$ cat src/dhdc_pkg.sv
// ----------------------------------------------------------------------------
// Desk height drive controller package
// Types, codes and reset values shared by the controller modules.
// ----------------------------------------------------------------------------
package dhdc_pkg;

  localparam int unsigned HeightW = 16;
  localparam int unsigned CfgIdxW = 3;

  localparam logic [HeightW-1:0] StopDistReset = 16'd10;
  localparam logic [HeightW-1:0] MaxJumpReset  = 16'd100;
  localparam logic [HeightW-1:0] TmoTicksReset = 16'd0;

  typedef enum logic [CfgIdxW-1:0] {
    REG_STOP_DIST    = 3'd0,
    REG_TMO_EN       = 3'd1,
    REG_TMO_TICKS    = 3'd2,
    REG_MAX_JUMP     = 3'd3,
    REG_UP_PRESENT   = 3'd4,
    REG_DOWN_PRESENT = 3'd5
  } cfg_reg_e;

  typedef enum logic [1:0] {
    KIND_BYTE = 2'd0,
    KIND_MOVE = 2'd1,
    KIND_STOP = 2'd2,
    KIND_TICK = 2'd3
  } kind_e;

  typedef enum logic [1:0] {
    OP_IDLE  = 2'd0,
    OP_RAISE = 2'd1,
    OP_LOWER = 2'd2
  } op_e;

  typedef enum logic [1:0] {
    CAUSE_NONE    = 2'd0,
    CAUSE_ARRIVED = 2'd1,
    CAUSE_TIMEOUT = 2'd2,
    CAUSE_REQUEST = 2'd3
  } cause_e;

  typedef struct packed {
    logic [HeightW-1:0] stop_dist;
    logic               tmo_en;
    logic [HeightW-1:0] tmo_ticks;
    logic [HeightW-1:0] max_jump;
    logic               up_present;
    logic               down_present;
  } cfg_t;

  typedef struct packed {
    cause_e             cause;
    logic               rejected;
    logic               updated;
    logic [HeightW-1:0] height;
    op_e                op;
    logic               down;
    logic               up;
  } res_t;

endpackage

$ cat src/dhdc_cfg.sv
// ----------------------------------------------------------------------------
// Desk height drive controller configuration registers
// Holds the six setup registers written through the plain write port.
// ----------------------------------------------------------------------------
module dhdc_cfg (
  input  logic                        clk_i,
  input  logic                        rst_ni,
  input  logic                        we_i,
  input  logic [dhdc_pkg::CfgIdxW-1:0] index_i,
  input  logic [dhdc_pkg::HeightW-1:0] data_i,
  output dhdc_pkg::cfg_t              cfg_o
);

  dhdc_pkg::cfg_t cfg_d, cfg_q;

  always_comb begin
    cfg_d = cfg_q;
    if (we_i) begin
      unique case (dhdc_pkg::cfg_reg_e'(index_i))
        dhdc_pkg::REG_STOP_DIST:    cfg_d.stop_dist    = data_i;
        dhdc_pkg::REG_TMO_EN:       cfg_d.tmo_en       = data_i[0];
        dhdc_pkg::REG_TMO_TICKS:    cfg_d.tmo_ticks    = data_i;
        dhdc_pkg::REG_MAX_JUMP:     cfg_d.max_jump     = data_i;
        dhdc_pkg::REG_UP_PRESENT:   cfg_d.up_present   = data_i[0];
        dhdc_pkg::REG_DOWN_PRESENT: cfg_d.down_present = data_i[0];
        default: ;
      endcase
    end
  end

  always_ff @(posedge clk_i or negedge rst_ni) begin
    if (!rst_ni) begin
      cfg_q.stop_dist    <= dhdc_pkg::StopDistReset;
      cfg_q.tmo_en       <= 1'b0;
      cfg_q.tmo_ticks    <= dhdc_pkg::TmoTicksReset;
      cfg_q.max_jump     <= dhdc_pkg::MaxJumpReset;
      cfg_q.up_present   <= 1'b1;
      cfg_q.down_present <= 1'b1;
    end else begin
      cfg_q <= cfg_d;
    end
  end

  assign cfg_o = cfg_q;

endmodule

$ cat src/dhdc_core.sv
// ----------------------------------------------------------------------------
// Desk height drive controller core
// Frame parser, height filter and motion control state, updated once per item.
// ----------------------------------------------------------------------------
module dhdc_core (
  input  logic                        clk_i,
  input  logic                        rst_ni,
  input  dhdc_pkg::cfg_t              cfg_i,
  input  logic                        step_i,
  input  logic [1:0]                  kind_i,
  input  logic [dhdc_pkg::HeightW-1:0] value_i,
  output dhdc_pkg::res_t              res_o
);

  localparam logic [7:0] FrameMark = 8'd1;

  function automatic logic [dhdc_pkg::HeightW-1:0] abs_diff(
    input logic [dhdc_pkg::HeightW-1:0] a,
    input logic [dhdc_pkg::HeightW-1:0] b
  );
    return (a > b) ? (a - b) : (b - a);
  endfunction

  logic [1:0]                  fpos_d, fpos_q;
  logic [7:0]                  fhigh_d, fhigh_q;
  logic [dhdc_pkg::HeightW-1:0] height_d, height_q;
  logic [dhdc_pkg::HeightW-1:0] target_d, target_q;
  logic                        moving_d, moving_q;
  logic [dhdc_pkg::HeightW-1:0] elapsed_d, elapsed_q;
  logic                        up_d, up_q;
  logic                        down_d, down_q;
  dhdc_pkg::op_e               op_d, op_q;
  logic                        updated, rejected;
  dhdc_pkg::cause_e            cause;
  logic [7:0]                  byte_in;
  logic [dhdc_pkg::HeightW-1:0] frame_h;

  assign byte_in = value_i[7:0];
  assign frame_h = {fhigh_q, byte_in};

  always_comb begin
    fpos_d    = fpos_q;
    fhigh_d   = fhigh_q;
    height_d  = height_q;
    target_d  = target_q;
    moving_d  = moving_q;
    elapsed_d = elapsed_q;
    up_d      = up_q;
    down_d    = down_q;
    op_d      = op_q;
    updated   = 1'b0;
    rejected  = 1'b0;
    cause     = dhdc_pkg::CAUSE_NONE;

    unique case (dhdc_pkg::kind_e'(kind_i))
      dhdc_pkg::KIND_BYTE: begin
        if (fpos_q <= 2'd1) begin
          fpos_d = (byte_in == FrameMark) ? 2'(fpos_q + 2'd1) : 2'd0;
        end else if (fpos_q == 2'd2) begin
          fhigh_d = byte_in;
          fpos_d  = 2'd3;
        end else begin
          if (frame_h != height_q) begin
            if (height_q == '0 || abs_diff(frame_h, height_q) < cfg_i.max_jump) begin
              height_d = frame_h;
              updated  = 1'b1;
            end else begin
              rejected = 1'b1;
            end
          end
          fpos_d = 2'd0;
        end
      end
      dhdc_pkg::KIND_MOVE: begin
        if (abs_diff(value_i, height_q) >= cfg_i.stop_dist) begin
          if (value_i > height_q) begin
            if (cfg_i.up_present) begin
              up_d      = 1'b1;
              down_d    = 1'b0;
              op_d      = dhdc_pkg::OP_RAISE;
              target_d  = value_i;
              moving_d  = 1'b1;
              elapsed_d = '0;
            end
          end else if (cfg_i.down_present) begin
            up_d      = 1'b0;
            down_d    = 1'b1;
            op_d      = dhdc_pkg::OP_LOWER;
            target_d  = value_i;
            moving_d  = 1'b1;
            elapsed_d = '0;
          end
        end
      end
      dhdc_pkg::KIND_STOP: begin
        moving_d = 1'b0;
        up_d     = 1'b0;
        down_d   = 1'b0;
        op_d     = dhdc_pkg::OP_IDLE;
        cause    = dhdc_pkg::CAUSE_REQUEST;
      end
      dhdc_pkg::KIND_TICK: begin
        if (moving_q && elapsed_q != '1) begin
          elapsed_d = elapsed_q + 1'b1;
        end
      end
      default: ;
    endcase

    // Arrival and timeout are judged on the state this item leaves behind.
    if (moving_d) begin
      if (abs_diff(target_d, height_d) < cfg_i.stop_dist) begin
        moving_d = 1'b0;
        up_d     = 1'b0;
        down_d   = 1'b0;
        op_d     = dhdc_pkg::OP_IDLE;
        cause    = dhdc_pkg::CAUSE_ARRIVED;
      end else if (cfg_i.tmo_en && elapsed_d >= cfg_i.tmo_ticks) begin
        moving_d = 1'b0;
        up_d     = 1'b0;
        down_d   = 1'b0;
        op_d     = dhdc_pkg::OP_IDLE;
        cause    = dhdc_pkg::CAUSE_TIMEOUT;
      end
    end
  end

  always_ff @(posedge clk_i or negedge rst_ni) begin
    if (!rst_ni) begin
      fpos_q    <= 2'd0;
      fhigh_q   <= '0;
      height_q  <= '0;
      target_q  <= '0;
      moving_q  <= 1'b0;
      elapsed_q <= '0;
      up_q      <= 1'b0;
      down_q    <= 1'b0;
      op_q      <= dhdc_pkg::OP_IDLE;
    end else if (step_i) begin
      fpos_q    <= fpos_d;
      fhigh_q   <= fhigh_d;
      height_q  <= height_d;
      target_q  <= target_d;
      moving_q  <= moving_d;
      elapsed_q <= elapsed_d;
      up_q      <= up_d;
      down_q    <= down_d;
      op_q      <= op_d;
    end
  end

  always_comb begin
    res_o.up       = up_d;
    res_o.down     = down_d;
    res_o.op       = op_d;
    res_o.height   = height_d;
    res_o.updated  = updated;
    res_o.rejected = rejected;
    res_o.cause    = cause;
  end

endmodule

$ cat src/desk_height_drive_controller.sv
// ----------------------------------------------------------------------------
// Desk height drive controller
// Top level: input register, single-pass core, result register.
// ----------------------------------------------------------------------------
// Every input item gives exactly one result item. An item is accepted into an
// input register, evaluated by the core and held in a result register. While
// the output is taken, a new item can be accepted every cycle; the rate is
// then one item per cycle, set by the single compare-and-update pass of the
// core on its state registers. The input register keeps accepting while a
// result waits to be taken as long as it is itself empty. Configuration
// registers are to be written only while no item is in flight; the block
// itself does not enforce this.
module desk_height_drive_controller (
  input  logic                        clk_i,
  input  logic                        rst_ni,
  input  logic                        s_axis_tvalid,
  output logic                        s_axis_tready,
  input  logic [15:0]                 s_axis_tdata,  // [15:0] value
  input  logic [1:0]                  s_axis_tuser,  // [1:0] kind
  output logic                        m_axis_tvalid,
  input  logic                        m_axis_tready,
  // [0] up_drive, [1] down_drive, [3:2] operation, [19:4] height,
  // [20] height_updated, [21] height_rejected, [23:22] stop_cause
  output logic [23:0]                 m_axis_tdata,
  input  logic                        cfg_we_i,
  input  logic [dhdc_pkg::CfgIdxW-1:0] cfg_index_i,
  input  logic [dhdc_pkg::HeightW-1:0] cfg_data_i
);

  dhdc_pkg::cfg_t               cfg;
  dhdc_pkg::res_t               res;
  logic                         in_valid_d, in_valid_q;
  logic [1:0]                   in_kind_q;
  logic [dhdc_pkg::HeightW-1:0] in_value_q;
  logic                         out_valid_d, out_valid_q;
  dhdc_pkg::res_t               out_res_q;
  logic                         advance, step, in_take;

  assign advance       = !out_valid_q || m_axis_tready;
  assign step          = in_valid_q && advance;
  assign s_axis_tready = !in_valid_q || advance;
  assign in_take       = s_axis_tvalid && s_axis_tready;

  always_comb begin
    in_valid_d = in_valid_q;
    if (in_take) begin
      in_valid_d = 1'b1;
    end else if (step) begin
      in_valid_d = 1'b0;
    end
    out_valid_d = out_valid_q;
    if (advance) begin
      out_valid_d = in_valid_q;
    end
  end

  always_ff @(posedge clk_i or negedge rst_ni) begin
    if (!rst_ni) begin
      in_valid_q  <= 1'b0;
      out_valid_q <= 1'b0;
    end else begin
      in_valid_q  <= in_valid_d;
      out_valid_q <= out_valid_d;
    end
  end

  always_ff @(posedge clk_i) begin
    if (in_take) begin
      in_kind_q  <= s_axis_tuser;
      in_value_q <= s_axis_tdata;
    end
    if (step) begin
      out_res_q <= res;
    end
  end

  dhdc_cfg u_cfg (
    .clk_i   (clk_i),
    .rst_ni  (rst_ni),
    .we_i    (cfg_we_i),
    .index_i (cfg_index_i),
    .data_i  (cfg_data_i),
    .cfg_o   (cfg)
  );

  dhdc_core u_core (
    .clk_i   (clk_i),
    .rst_ni  (rst_ni),
    .cfg_i   (cfg),
    .step_i  (step),
    .kind_i  (in_kind_q),
    .value_i (in_value_q),
    .res_o   (res)
  );

  assign m_axis_tvalid = out_valid_q;
  assign m_axis_tdata  = out_res_q;

endmodule

$ cat config.mk
export PLATFORM = sky130hd
export DESIGN_NAME = desk_height_drive_controller
export DESIGN_NICKNAME = d
export VERILOG_FILES = /design/src/dhdc_pkg.sv /design/src/dhdc_cfg.sv /design/src/dhdc_core.sv /design/src/desk_height_drive_controller.sv
export SDC_FILE = /design/constraint.sdc
export NUM_CORES = 1
export LEC_CHECK = 0
export BUFFER_PORTS_ARGS = -buffer_cell sky130_fd_sc_hd__buf_4
export CORE_MARGIN = 2
export CORE_UTILIZATION = 48
export DETAILED_ROUTE_END_ITERATION = 8
export GPL_ROUTABILITY_DRIVEN = 0
export PLACE_DENSITY = 0.73
export SLEW_MARGIN = 5
export SYNTH_ARGS = -nofsm -noshare
export SYNTH_HDL_FRONTEND = slang
export SYNTH_HIERARCHICAL = 1
export SYNTH_SLANG_ARGS = --single-unit
$ cat constraint.sdc
create_clock -name clk_i -period 8.6 [get_ports clk_i]
set_clock_uncertainty 0.1 [all_clocks]
set_input_delay 1.72 -clock clk_i [delete_from_list [all_inputs] [get_ports clk_i]]
set_output_delay 1.72 -clock clk_i [all_outputs]
set_load 0.05 [all_outputs]
==> results of run 1 <==
## power by group through the flow
stage | Sequential (W) | Combinational, W | Clock [W]
floorplan | 0.000990 | 0.00133 | 0
global route | 0.000998 | 0.00249 | 0.000861
detailed placement | 0.000991 | 0.00198 | 0
global placement | 0.000986 | 0.00190 | 0
finish | 0.000983 | 0.00232 | 0.000817
CTS | 0.000981 | 0.00205 | 0.000830
## per-layer routing
metal | track usage | wire length (µm) | part of all wire
met1 | 0.341 | 15400 | 0.41
met2 | 0.423 | 17300 | 0.46
met3 | 0.0434 | 2880 | 0.077
met4 | 0.113 | 1940 | 0.052
met5 | 0 | 0 | 0
## registers in the layout, indices dropped and copies added (netlist names), 2 cells and up
register / flops
in_kind_q: 2
in_value_q: 16
m_axis_tdata: 24
u_cfg/cfg_o: 51
u_core/elapsed_q: 16
u_core/fhigh_q: 8
u_core/fpos_q: 2
u_core/height_q: 16
u_core/op_q: 2
u_core/target_q: 16
## worst paths after layout
check | cells past startpoint | slack [ns] | to
min | 2 | 0.38 | u_core/target_q[7]
max in group asynchronous | 2 | 5.76 | u_core/height_q[12]
min in group asynchronous | 1 | 1.26 | u_core/elapsed_q[11]
max | 39 | -0.06 | u_core/op_q[1]
min reg2reg | 2 | 0.38 | u_core/target_q[7]
max reg2reg | 39 | -0.06 | u_core/op_q[1]
## through the flow
stage	hold slack (ns)	setup slack (ns)	area, µm²	TNS [ns]	power [W]
floorplan	0.346	0.0124	12600	0	0.00232
global placement	0.362	0.0531	14300	0	0.00289
detailed placement	0.369	-0.154	14300	-1.02	0.00297
CTS	0.386	0.00601	15000	0	0.00386
global route	0.419	-0.377	15600	-2.83	0.00435
finish	0.384	-0.0579	15600	-0.319	0.00412
## placed cells by master, fill, tap and decap left out, types with 6 or more instances in the layout
master	instances
o21ai_0	83
buf_6	11
and3_1	7
o21ai_1	16
xnor2_1	33
nand3b_1	6
a31oi_1	8
nor2b_1	13
ha_2	6
a211oi_1	9
nor3_1	9
nor4_1	6
buf_4	217
nor2_1	61
a21o_1	55
nand2_1	64
edfxtp_1	42
ha_4	6
nand4_1	15
ha_1	134
nand3_1	19
xor2_1	18
a22o_1	30
dfrtp_1	107
clkbuf_16	19
a21oi_2	21
nand2b_1	11
o211ai_1	6
a21oi_1	74
mux2i_1	25
dfstp_2	7
inv_1	125
o21bai_1	8
or2_2	6
mux2_2	88
## critical path, delay by kind of cell (launching register included)
family	cells	cell delay [ns]
AO/OA/AOI/OAI	18	3.00
XOR/XNOR	2	0.43
adder cells (fa/ha/maj)	4	1.35
buffers and inverters	5	0.65
flip-flops	1	0.52
multiplexers	2	0.55
AND/OR/NAND/NOR	8	1.93
## repair_timing
action                                  CTS  global route
resized for setup                        12           112
pin swaps                                 6            58
gates cloned                              1             0
buffers inserted                          3            23
endpoints found under the setup margin    8            11
hold buffers                              0             0
## cells by family (layout without fill, tap and decap cells)
kind of cell	after synthesis	after routing
muxes	121	121
and+or+nand+nor	261	262
buffers and inverters	197	395
adders and majority gates	150	150
DFF	158	158
AOI/OAI and AO/OA	378	378
xor gates and xnor gates	54	54
## layout make-up
class / instances / share of cell area
repair buffers: 232 / 0.118
clock inverters: 8 / 0.00820
clock buffers: 24 / 0.0318
multi-input cells: 965 / 0.515
inverters: 131 / 0.0318
flip-flops and latches: 158 / 0.268
well taps: 335 / 0.0269
==> results.sh, run 1 <==
export IMPL_synth_cells=1319
export IMPL_die_area_mm2=0.0275
export IMPL_clk_latency_ns=0.44
export IMPL_status="complete, but fails checks"
export IMPL_maxCapViolCount=0
export IMPL_initial_core_util=0.485
export IMPL_violations="setup timing"
export IMPL_cts_sinks=158
export IMPL_io_pins=68
export IMPL_async_reset_ff_frac=0.734
export IMPL_p_sw_frac=0.396
export IMPL_cts_buffers=17
export IMPL_drtIter0Drc=1202
export IMPL_finalWirelength_um=37500
export IMPL_path_clk_slew_ns=0.07
export IMPL_yosysWarnings=6
export IMPL_hold_class="reg -> reg"
export IMPL_seq_power_share=0.238
export IMPL_power_share_clock=0.198
export IMPL_finalWorstSetupSlack_ns=-0.0579
export IMPL_rows=59
export IMPL_combPwrFrac=0.564
export IMPL_worstPathRequired_ns=8.81
export IMPL_reg2reg_from="in_value_q[1]"
export IMPL_register_area_mm2=0.00418
export IMPL_grt_max_degree=63
export IMPL_fin_util=0.601
export IMPL_ys_types=85
export IMPL_startpoint="in_value_q[1]"
export IMPL_yosys_top_cells_count="ha_1 (146), inv_1 (131), dfrtp_1 (109)"
export IMPL_fillers=2064
export IMPL_area_delta_synth_final_pct=23.9
export IMPL_grt_overflow=0
export IMPL_synth_top_area_frac=0.217
export IMPL_antenna_found_initial=0
export IMPL_fin_cells=1853
export IMPL_htreeDepth=4
export IMPL_synth_avg_cell_area_um2=9.53
export IMPL_min_from="u_core/target_q[7]"
export IMPL_fmax_mhz=116
export IMPL_rsz0062_at_grt="yes"
export IMPL_tightest_slew_ns=1.12
export IMPL_synth_edf_count=42
export IMPL_root_buffer="clkbuf_16"
export IMPL_cts_tree="built"
export IMPL_dr_pass1_iters=6
export IMPL_place_inst=1794
export IMPL_p_per_area_mw_per_mm2=265
export IMPL_ys_top_cells_by_area="dfrtp_1 (22%), ha_1 (15%), edfxtp_1 (10%), mux2_2 (7.9%), inv_1 (3.9%)"
export IMPL_route_detailed_drc=0
export IMPL_worstPathArrival_ns=8.87
export IMPL_num_antenna_cells=0
export IMPL_synthesis_nets=1511
export IMPL_synth_fa_ha_area_frac=0.152
export IMPL_irDropWorstVdd_mv=0.169
export IMPL_nets=1697
export IMPL_grt_pass1_wl_um=56900
export IMPL_max_slew_margin=0.252
export IMPL_yosys_area_share_simple=0.108
export IMPL_hold_violations=0
export IMPL_p_leak_nw=7.47
export IMPL_ys_seq_area_frac=0.332
export IMPL_cp_end_kind="register"
export IMPL_synth_area_mm2=0.0126
export IMPL_cts_max_path_buffers=2
export IMPL_drive_gt1_frac=0.309
export IMPL_ant_nets=0
export IMPL_path_max_fanout=5
export IMPL_core_mm2=0.0259
export IMPL_io_buffers=67
export IMPL_dp_hpwl_um=27800
export IMPL_die_x_um=166
export IMPL_drv_slew=0
export IMPL_worstSetupStartpointType="register"
export IMPL_die_h_um=166
export IMPL_synth_top_cell_by_area="dfrtp_1"
export IMPL_critPathKind="reg -> reg"
export IMPL_p_switching_w=0.00163
export IMPL_period_share=1.01
export IMPL_fin_crit_ns=8.66
export IMPL_grt_pass1_vias=10600
export IMPL_synthMostInstantiatedCell="ha_1"
export IMPL_setup_viol=8
export IMPL_vias_per_cell=6.02
export IMPL_grtUsageTotal=0.259
export IMPL_ys_flop_type="dfrtp_1"
export IMPL_max_stage_delay_ns=0.52
export IMPL_wl_per_cell_um=20.2
export IMPL_p_int_w=0.00249
export IMPL_synth_compound_area_frac=0.198
export IMPL_multi_input_area_mm2=0.00802
export IMPL_crit_slowest_cell="edfxtp_1"
export IMPL_synthMuxAreaShare=0.106
export IMPL_synth_top_family_by_area="compound AO/OA/AOI/OAI gates"
export IMPL_ys_ff_latch=158
export IMPL_vias=11200
export IMPL_synth_xor_area_frac=0.0376
Note: power is estimated with default switching activity, not from simulation.
==> run 2: changes to the inputs <==
==> constraint.sdc (replaced) <==
create_clock -name clk_i -period 8.6 [get_ports clk_i]
set_clock_uncertainty 0.1 [all_clocks]
set_input_delay 0.43 -clock clk_i [delete_from_list [all_inputs] [get_ports clk_i]]
set_output_delay 0.43 -clock clk_i [all_outputs]
set_load 0.05 [all_outputs]
==> run 2 against run 1 <==
The run still ends with setup timing left. Final area about the same. Count of clock-buffer cells in the layout is the same. Sequential share of layout area hardly changed. Die area unchanged. Power is essentially flat. First-iteration DRC count up 3.3%. Sequential cell count stayed put. Utilization is essentially flat. Combinational power about the same. Worst setup slack improved by 0.015 ns. Critical path depth grew 1. Critical endpoint unchanged.
==> results.sh, run 2 (same netlist as run 1, synthesis figures left out) <==
export IMPL_drtIter0Drc=1242
export IMPL_cts_buffers=17
export IMPL_maxCapViolCount=0
export IMPL_initial_core_util=0.485
export IMPL_cts_tree="built"
export IMPL_p_per_area_mw_per_mm2=265
export IMPL_grtUsageTotal=0.259
export IMPL_final_common_cell="buf_4"
export IMPL_cts_max_path_buffers=2
export IMPL_drv_slew=0
export IMPL_antenna_found_initial=0
export IMPL_largest_reg_flops=51
export IMPL_tightest_slew_ns=1.11
export IMPL_grt_pass1_vias=10700
export IMPL_register_area_mm2=0.00418
export IMPL_ff2ff_path_depth=40
export IMPL_finalWorstSetupSlack_ns=-0.0428
export IMPL_rsz0062_at_grt="yes"
export IMPL_setup_viol=8
export IMPL_holdPathEnd="in_value_q[7]"
export IMPL_r2r_slack_ns=-0.04
export IMPL_area_delta_synth_final_pct=23.9
export IMPL_hold_violations=0
export IMPL_wl_per_cell_um=20.3
export IMPL_max_slew_margin=0.260
export IMPL_dp_hpwl_um=27800
export IMPL_finalWirelength_um=37600
export IMPL_clk_latency_ns=0.44
export IMPL_route_detailed_drc=0
export IMPL_worstSetupStartpointType="register"
export IMPL_drive_gt1_frac=0.309
export IMPL_num_antenna_cells=0
export IMPL_cp_num_buf_inv=6
export IMPL_grt_overflow=0
export IMPL_die_h_um=166
export IMPL_stdcell_area_mm2=0.0156
export IMPL_max_stage_delay_ns=0.45
export IMPL_cts_sinks=158
export IMPL_cp_common_cell="ha_1"
export IMPL_die_area_mm2=0.0275
export IMPL_io_pins=68
export IMPL_p_leak_nw=7.47
export IMPL_min_from="s_axis_tdata[7]"
export IMPL_critPathKind="reg -> reg"
export IMPL_mostFrequentLayoutCells="buf_4 (217), ha_1 (134), inv_1 (125)"
export IMPL_grt_pass1_wl_um=56900
export IMPL_fmax_mhz=116
export IMPL_reg2reg_from="in_value_q[14]"
export IMPL_status="complete, but fails checks"
export IMPL_fin_crit_ns=8.64
export IMPL_fillers=2062
export IMPL_core_mm2=0.0259
export IMPL_postPlaceCellArea_mm2=0.0143
export IMPL_vias_per_cell=5.99
export IMPL_path_max_fanout=6
export IMPL_crit_slowest_cell="or3_4"
export IMPL_violations="setup timing"
export IMPL_vias=11100
export IMPL_worstPathRequired_ns=8.81
export IMPL_multi_input_area_mm2=0.00802
export IMPL_hold_class="in -> reg"
export IMPL_path_clk_slew_ns=0.07
export IMPL_place_worst_setup_slack_ns=-0.154
export IMPL_timing_rr_end="u_core/op_q[1]"
export IMPL_irDropWorstVdd_mv=0.168
export IMPL_grt_max_degree=63
export IMPL_ant_nets=0
export IMPL_io_buffers=67
export IMPL_whs_path_depth=1
export IMPL_worstPathArrival_ns=8.86
export IMPL_htreeDepth=4
export IMPL_cp_end_kind="register"
export IMPL_rows=59
export IMPL_root_buffer="clkbuf_16"
export IMPL_cp_top_family="compound AO/OA/AOI/OAI gates"
export IMPL_dr_pass1_iters=6
export IMPL_nets=1698
export IMPL_period_share=1.00
export IMPL_die_x_um=166
-- run 2: cell types whose count changed in the layout (fill, tap and decap cells not counted) --
cell,change
dlygate4sd3_1,+1
-- run 2: worst max path at each step --
stage	start	to	slack, ns	depth (start not counted)
floorplan	in_value_q[0]	m_axis_tdata[0]	0.01	44
global placement	in_value_q[2]	m_axis_tdata[3]	0.05	39
detailed placement	in_value_q[0]	m_axis_tdata[1]	-0.15	40
CTS	in_value_q[2]	m_axis_tdata[3]	0.006	40
global route	in_value_q[0]	u_core/down_q	-0.38	42
finish	in_value_q[14]	u_core/op_q[1]	-0.04	40
-- run 2: layer usage --
metal | wire [µm] | vias up | share of wire | GRT usage
met4 | 1930 | 0 | 0.051 | 0.113
met1 | 15600 | 5297 | 0.41 | 0.341
met5 | 0 | - | 0 | 0
li1 | - | 5099 | - | -
met2 | 17300 | 561 | 0.46 | 0.423
met3 | 2760 | 143 | 0.073 | 0.0434
-- run 2: cell type report --
class	instances	area share
Clock buffer	24	0.0317
Clock inverter	8	0.00820
Inverter	131	0.0317
Multi-Input combinational cell	965	0.515
Sequential cell	158	0.268
Tap cell	335	0.0269
Timing Repair Buffer	233	0.118
-- run 2: repair_timing --
item	CTS	global route
cloned	1	0
setup buffers	3	23
hold buffers	1	0
pin swaps	6	58
resized for setup	12	112
hold endpoints to repair	22	0
endpoints found under the setup margin	8	11
-- run 2: worst register-to-register path, delay by kind of cell (launching register included) --
family,cells,cell delay [ns]
AOI/OAI and AO/OA,14,2.63
xor gates and xnor gates,2,0.46
buffers and inverters,6,0.75
adders and majority gates,5,1.33
muxes,3,0.76
and+or+nand+nor,10,2.05
DFF,1,0.43
-- run 2: report_power, final --
group | internal [W] | leakage, nW | switching (W) | total [W]
clock | 0.000495 | 0.304 | 0.000325 | 0.000819
combinational | 0.00110 | 5.32 | 0.00122 | 0.00232
sequential | 0.000896 | 1.85 | 0.0000869 | 0.000983
-- run 2: through the flow --
step                       util  hold WS [ns]  power, W  TNS [ns]  std cells
after global routing      0.601        0.0566   0.00435     -2.83       1854
after detailed placement  0.550         0.369   0.00297     -1.02       1794
final                     0.601        0.0693   0.00412    -0.204       1854
after floorplan               -        0.0344   0.00232         0       1319
after CTS                 0.578        0.0552   0.00386         0       1831
after global placement    0.550         0.362   0.00289         0       1794
==> run 3: changes to the inputs <==
CTS_BUF_LIST = sky130_fd_sc_hd__clkbuf_4 sky130_fd_sc_hd__clkbuf_8 sky130_fd_sc_hd__clkbuf_16   (was not set)
==> run 3 against run 2 <==
The flow still finishes with violations (setup timing). Combinational power is essentially flat. Non-clock buffer count grew 3. Maximum frequency grew 0.19%. Sequential power is essentially flat. Worst setup slack gained 0.017 ns. Final cell count grew 0.16%. Register-to-register slack gained 0.02 ns. Count of clock-buffer cells in the layout is the same. Utilization grew 0.33 points. Critical path type unchanged. Critical endpoint is now u_core/down_q. Largest power group unchanged.
==> results.sh, run 3 (same netlist as run 1, synthesis figures left out) <==
export IMPL_ant_nets=0
export IMPL_io_buffers=67
export IMPL_drv_slew=0
export IMPL_hold_ws_ns=0.0699
export IMPL_grt_max_degree=63
export IMPL_grt_overflow=0
export IMPL_antenna_found_initial=0
export IMPL_grt_pass1_vias=10600
export IMPL_vias_per_cell=6.02
export IMPL_drive_gt1_frac=0.317
export IMPL_max_stage_delay_ns=0.57
export IMPL_tightest_slew_ns=1.11
export IMPL_hold_class="in -> reg"
export IMPL_setup_viol=7
export IMPL_grtUsageTotal=0.260
export IMPL_p_per_area_mw_per_mm2=264
export IMPL_period_share=1.00
export IMPL_hold_violations=0
export IMPL_cts_tree="built"
export IMPL_critPathKind="reg -> reg"
export IMPL_fillers=2047
export IMPL_cts_sinks=158
export IMPL_rows=59
export IMPL_worstSetupStartpointType="register"
export IMPL_rsz0062_at_grt="yes"
export IMPL_startpoint="in_value_q[1]"
export IMPL_timing_rr_end="u_core/down_q"
export IMPL_r2r_slack_ns=-0.03
export IMPL_mostFrequentLayoutCells="buf_4 (221), ha_1 (132), inv_1 (124)"
export IMPL_crit_slowest_cell="edfxtp_1"
export IMPL_fin_tns_setup_ns=-0.0815
export IMPL_postPlaceCellArea_mm2=0.0143
export IMPL_place_worst_setup_slack_ns=-0.154
export IMPL_reg2reg_from="in_value_q[1]"
export IMPL_drtIter0Drc=1122
export IMPL_status="complete, but fails checks"
export IMPL_worstPathRequired_ns=8.81
export IMPL_dp_hpwl_um=27800
export IMPL_core_mm2=0.0259
export IMPL_num_antenna_cells=0
export IMPL_maxCapViolCount=0
export IMPL_final_common_cell="buf_4"
export IMPL_cts_buffers=17
export IMPL_fmax_mhz=116
export IMPL_holdPathEnd="in_value_q[12]"
export IMPL_whs_path_depth=1
export IMPL_die_x_um=166
export IMPL_fin_crit_ns=8.63
export IMPL_p_leak_nw=7.51
export IMPL_largest_reg_flops=51
export IMPL_initial_core_util=0.485
export IMPL_irDropWorstVdd_mv=0.185
export IMPL_grt_pass1_wl_um=57000
export IMPL_worstPathArrival_ns=8.84
export IMPL_wl_per_cell_um=20.5
export IMPL_root_buffer="clkbuf_16"
export IMPL_io_pins=68
export IMPL_clk_latency_ns=0.44
export IMPL_dr_pass1_iters=6
export IMPL_finalWirelength_um=38000
export IMPL_max_slew_margin=0.257
export IMPL_vias=11200
export IMPL_finalWorstSetupSlack_ns=-0.0263
export IMPL_cts_max_path_buffers=2
export IMPL_fin_util=0.604
export IMPL_path_max_fanout=7
export IMPL_die_area_mm2=0.0275
export IMPL_die_h_um=166
export IMPL_nets=1701
export IMPL_ff2ff_path_depth=39
export IMPL_route_detailed_drc=0
export IMPL_path_clk_slew_ns=0.07
export IMPL_violations="setup timing"
export IMPL_stdcell_area_mm2=0.0157
export IMPL_cp_end_kind="register"
export IMPL_htreeDepth=4
export IMPL_min_from="s_axis_tdata[12]"
export IMPL_area_delta_synth_final_pct=24.6
[run 3: cell count changes in the layout (fill, tap and decap cells not counted), moves of 4 or more]
| cell | change |
|---|---|
| clkbuf_1 | -5 |
| clkbuf_4 | +5 |
| o21ai_1 | -5 |
| buf_4 | +4 |
| o21ai_0 | +4 |
[run 3: layer usage]
metal	vias to the layer above	routed length, µm	global-route usage
met5	-	0	0
met4	0	1910	0.106
met3	154	2780	0.0460
met2	605	17500	0.425
met1	5311	15800	0.342
li1	5101	-	-
[run 3: cell type report]
cell class,count,area (µm²),area share
clock buffer,24,513,0.0328
clock inverter,8,128,0.00815
inverter,131,494,0.0316
multi-input combinational,965,8050,0.514
sequential,158,4180,0.267
tap,335,419,0.0268
timing repair buffer,236,1880,0.120
[run 3: worst max-delay path: cells and delay by family (launching register included)]
| kind | cells | cell delay, ns |
|---|---|---|
| AND/OR/NAND/NOR | 12 | 2.55 |
| AO/OA/AOI/OAI | 14 | 2.54 |
| adder cells (fa/ha/maj) | 5 | 1.37 |
| multiplexers | 2 | 0.59 |
| flip-flops | 1 | 0.57 |
| buffers and inverters | 4 | 0.48 |
| XOR/XNOR | 2 | 0.27 |
[run 3: through the flow]
step	power, W	instances
after floorplan	0.00232	1319
after global placement	0.00289	1794
after detailed placement	0.00297	1794
after CTS	0.00388	1831
after global routing	0.00436	1857
final	0.00414	1857
[run 3: how the worst max path moves through the flow]
stage                                 end  cells after the start  slack (ns)
after floorplan           m_axis_tdata[0]                     44        0.01
after global placement    m_axis_tdata[3]                     39        0.05
after detailed placement  m_axis_tdata[1]                     40       -0.15
after CTS                 m_axis_tdata[3]                     40       0.005
after global routing        u_core/down_q                     40       -0.31
final                       u_core/down_q                     39       -0.03
[run 3: power breakdown]
part           internal (W)  switching, W
combinational       0.00109       0.00123
sequential         0.000896     0.0000864
clock              0.000510      0.000322
[run 3: what timing repair did]
action,4_1_cts,5_1_grt
cloned,1,1
endpoints found under the setup margin,8,11
hold endpoints to repair,19,0
resized for setup,12,110
hold buffers,1,0
pin swaps,6,55
buffers inserted,3,25
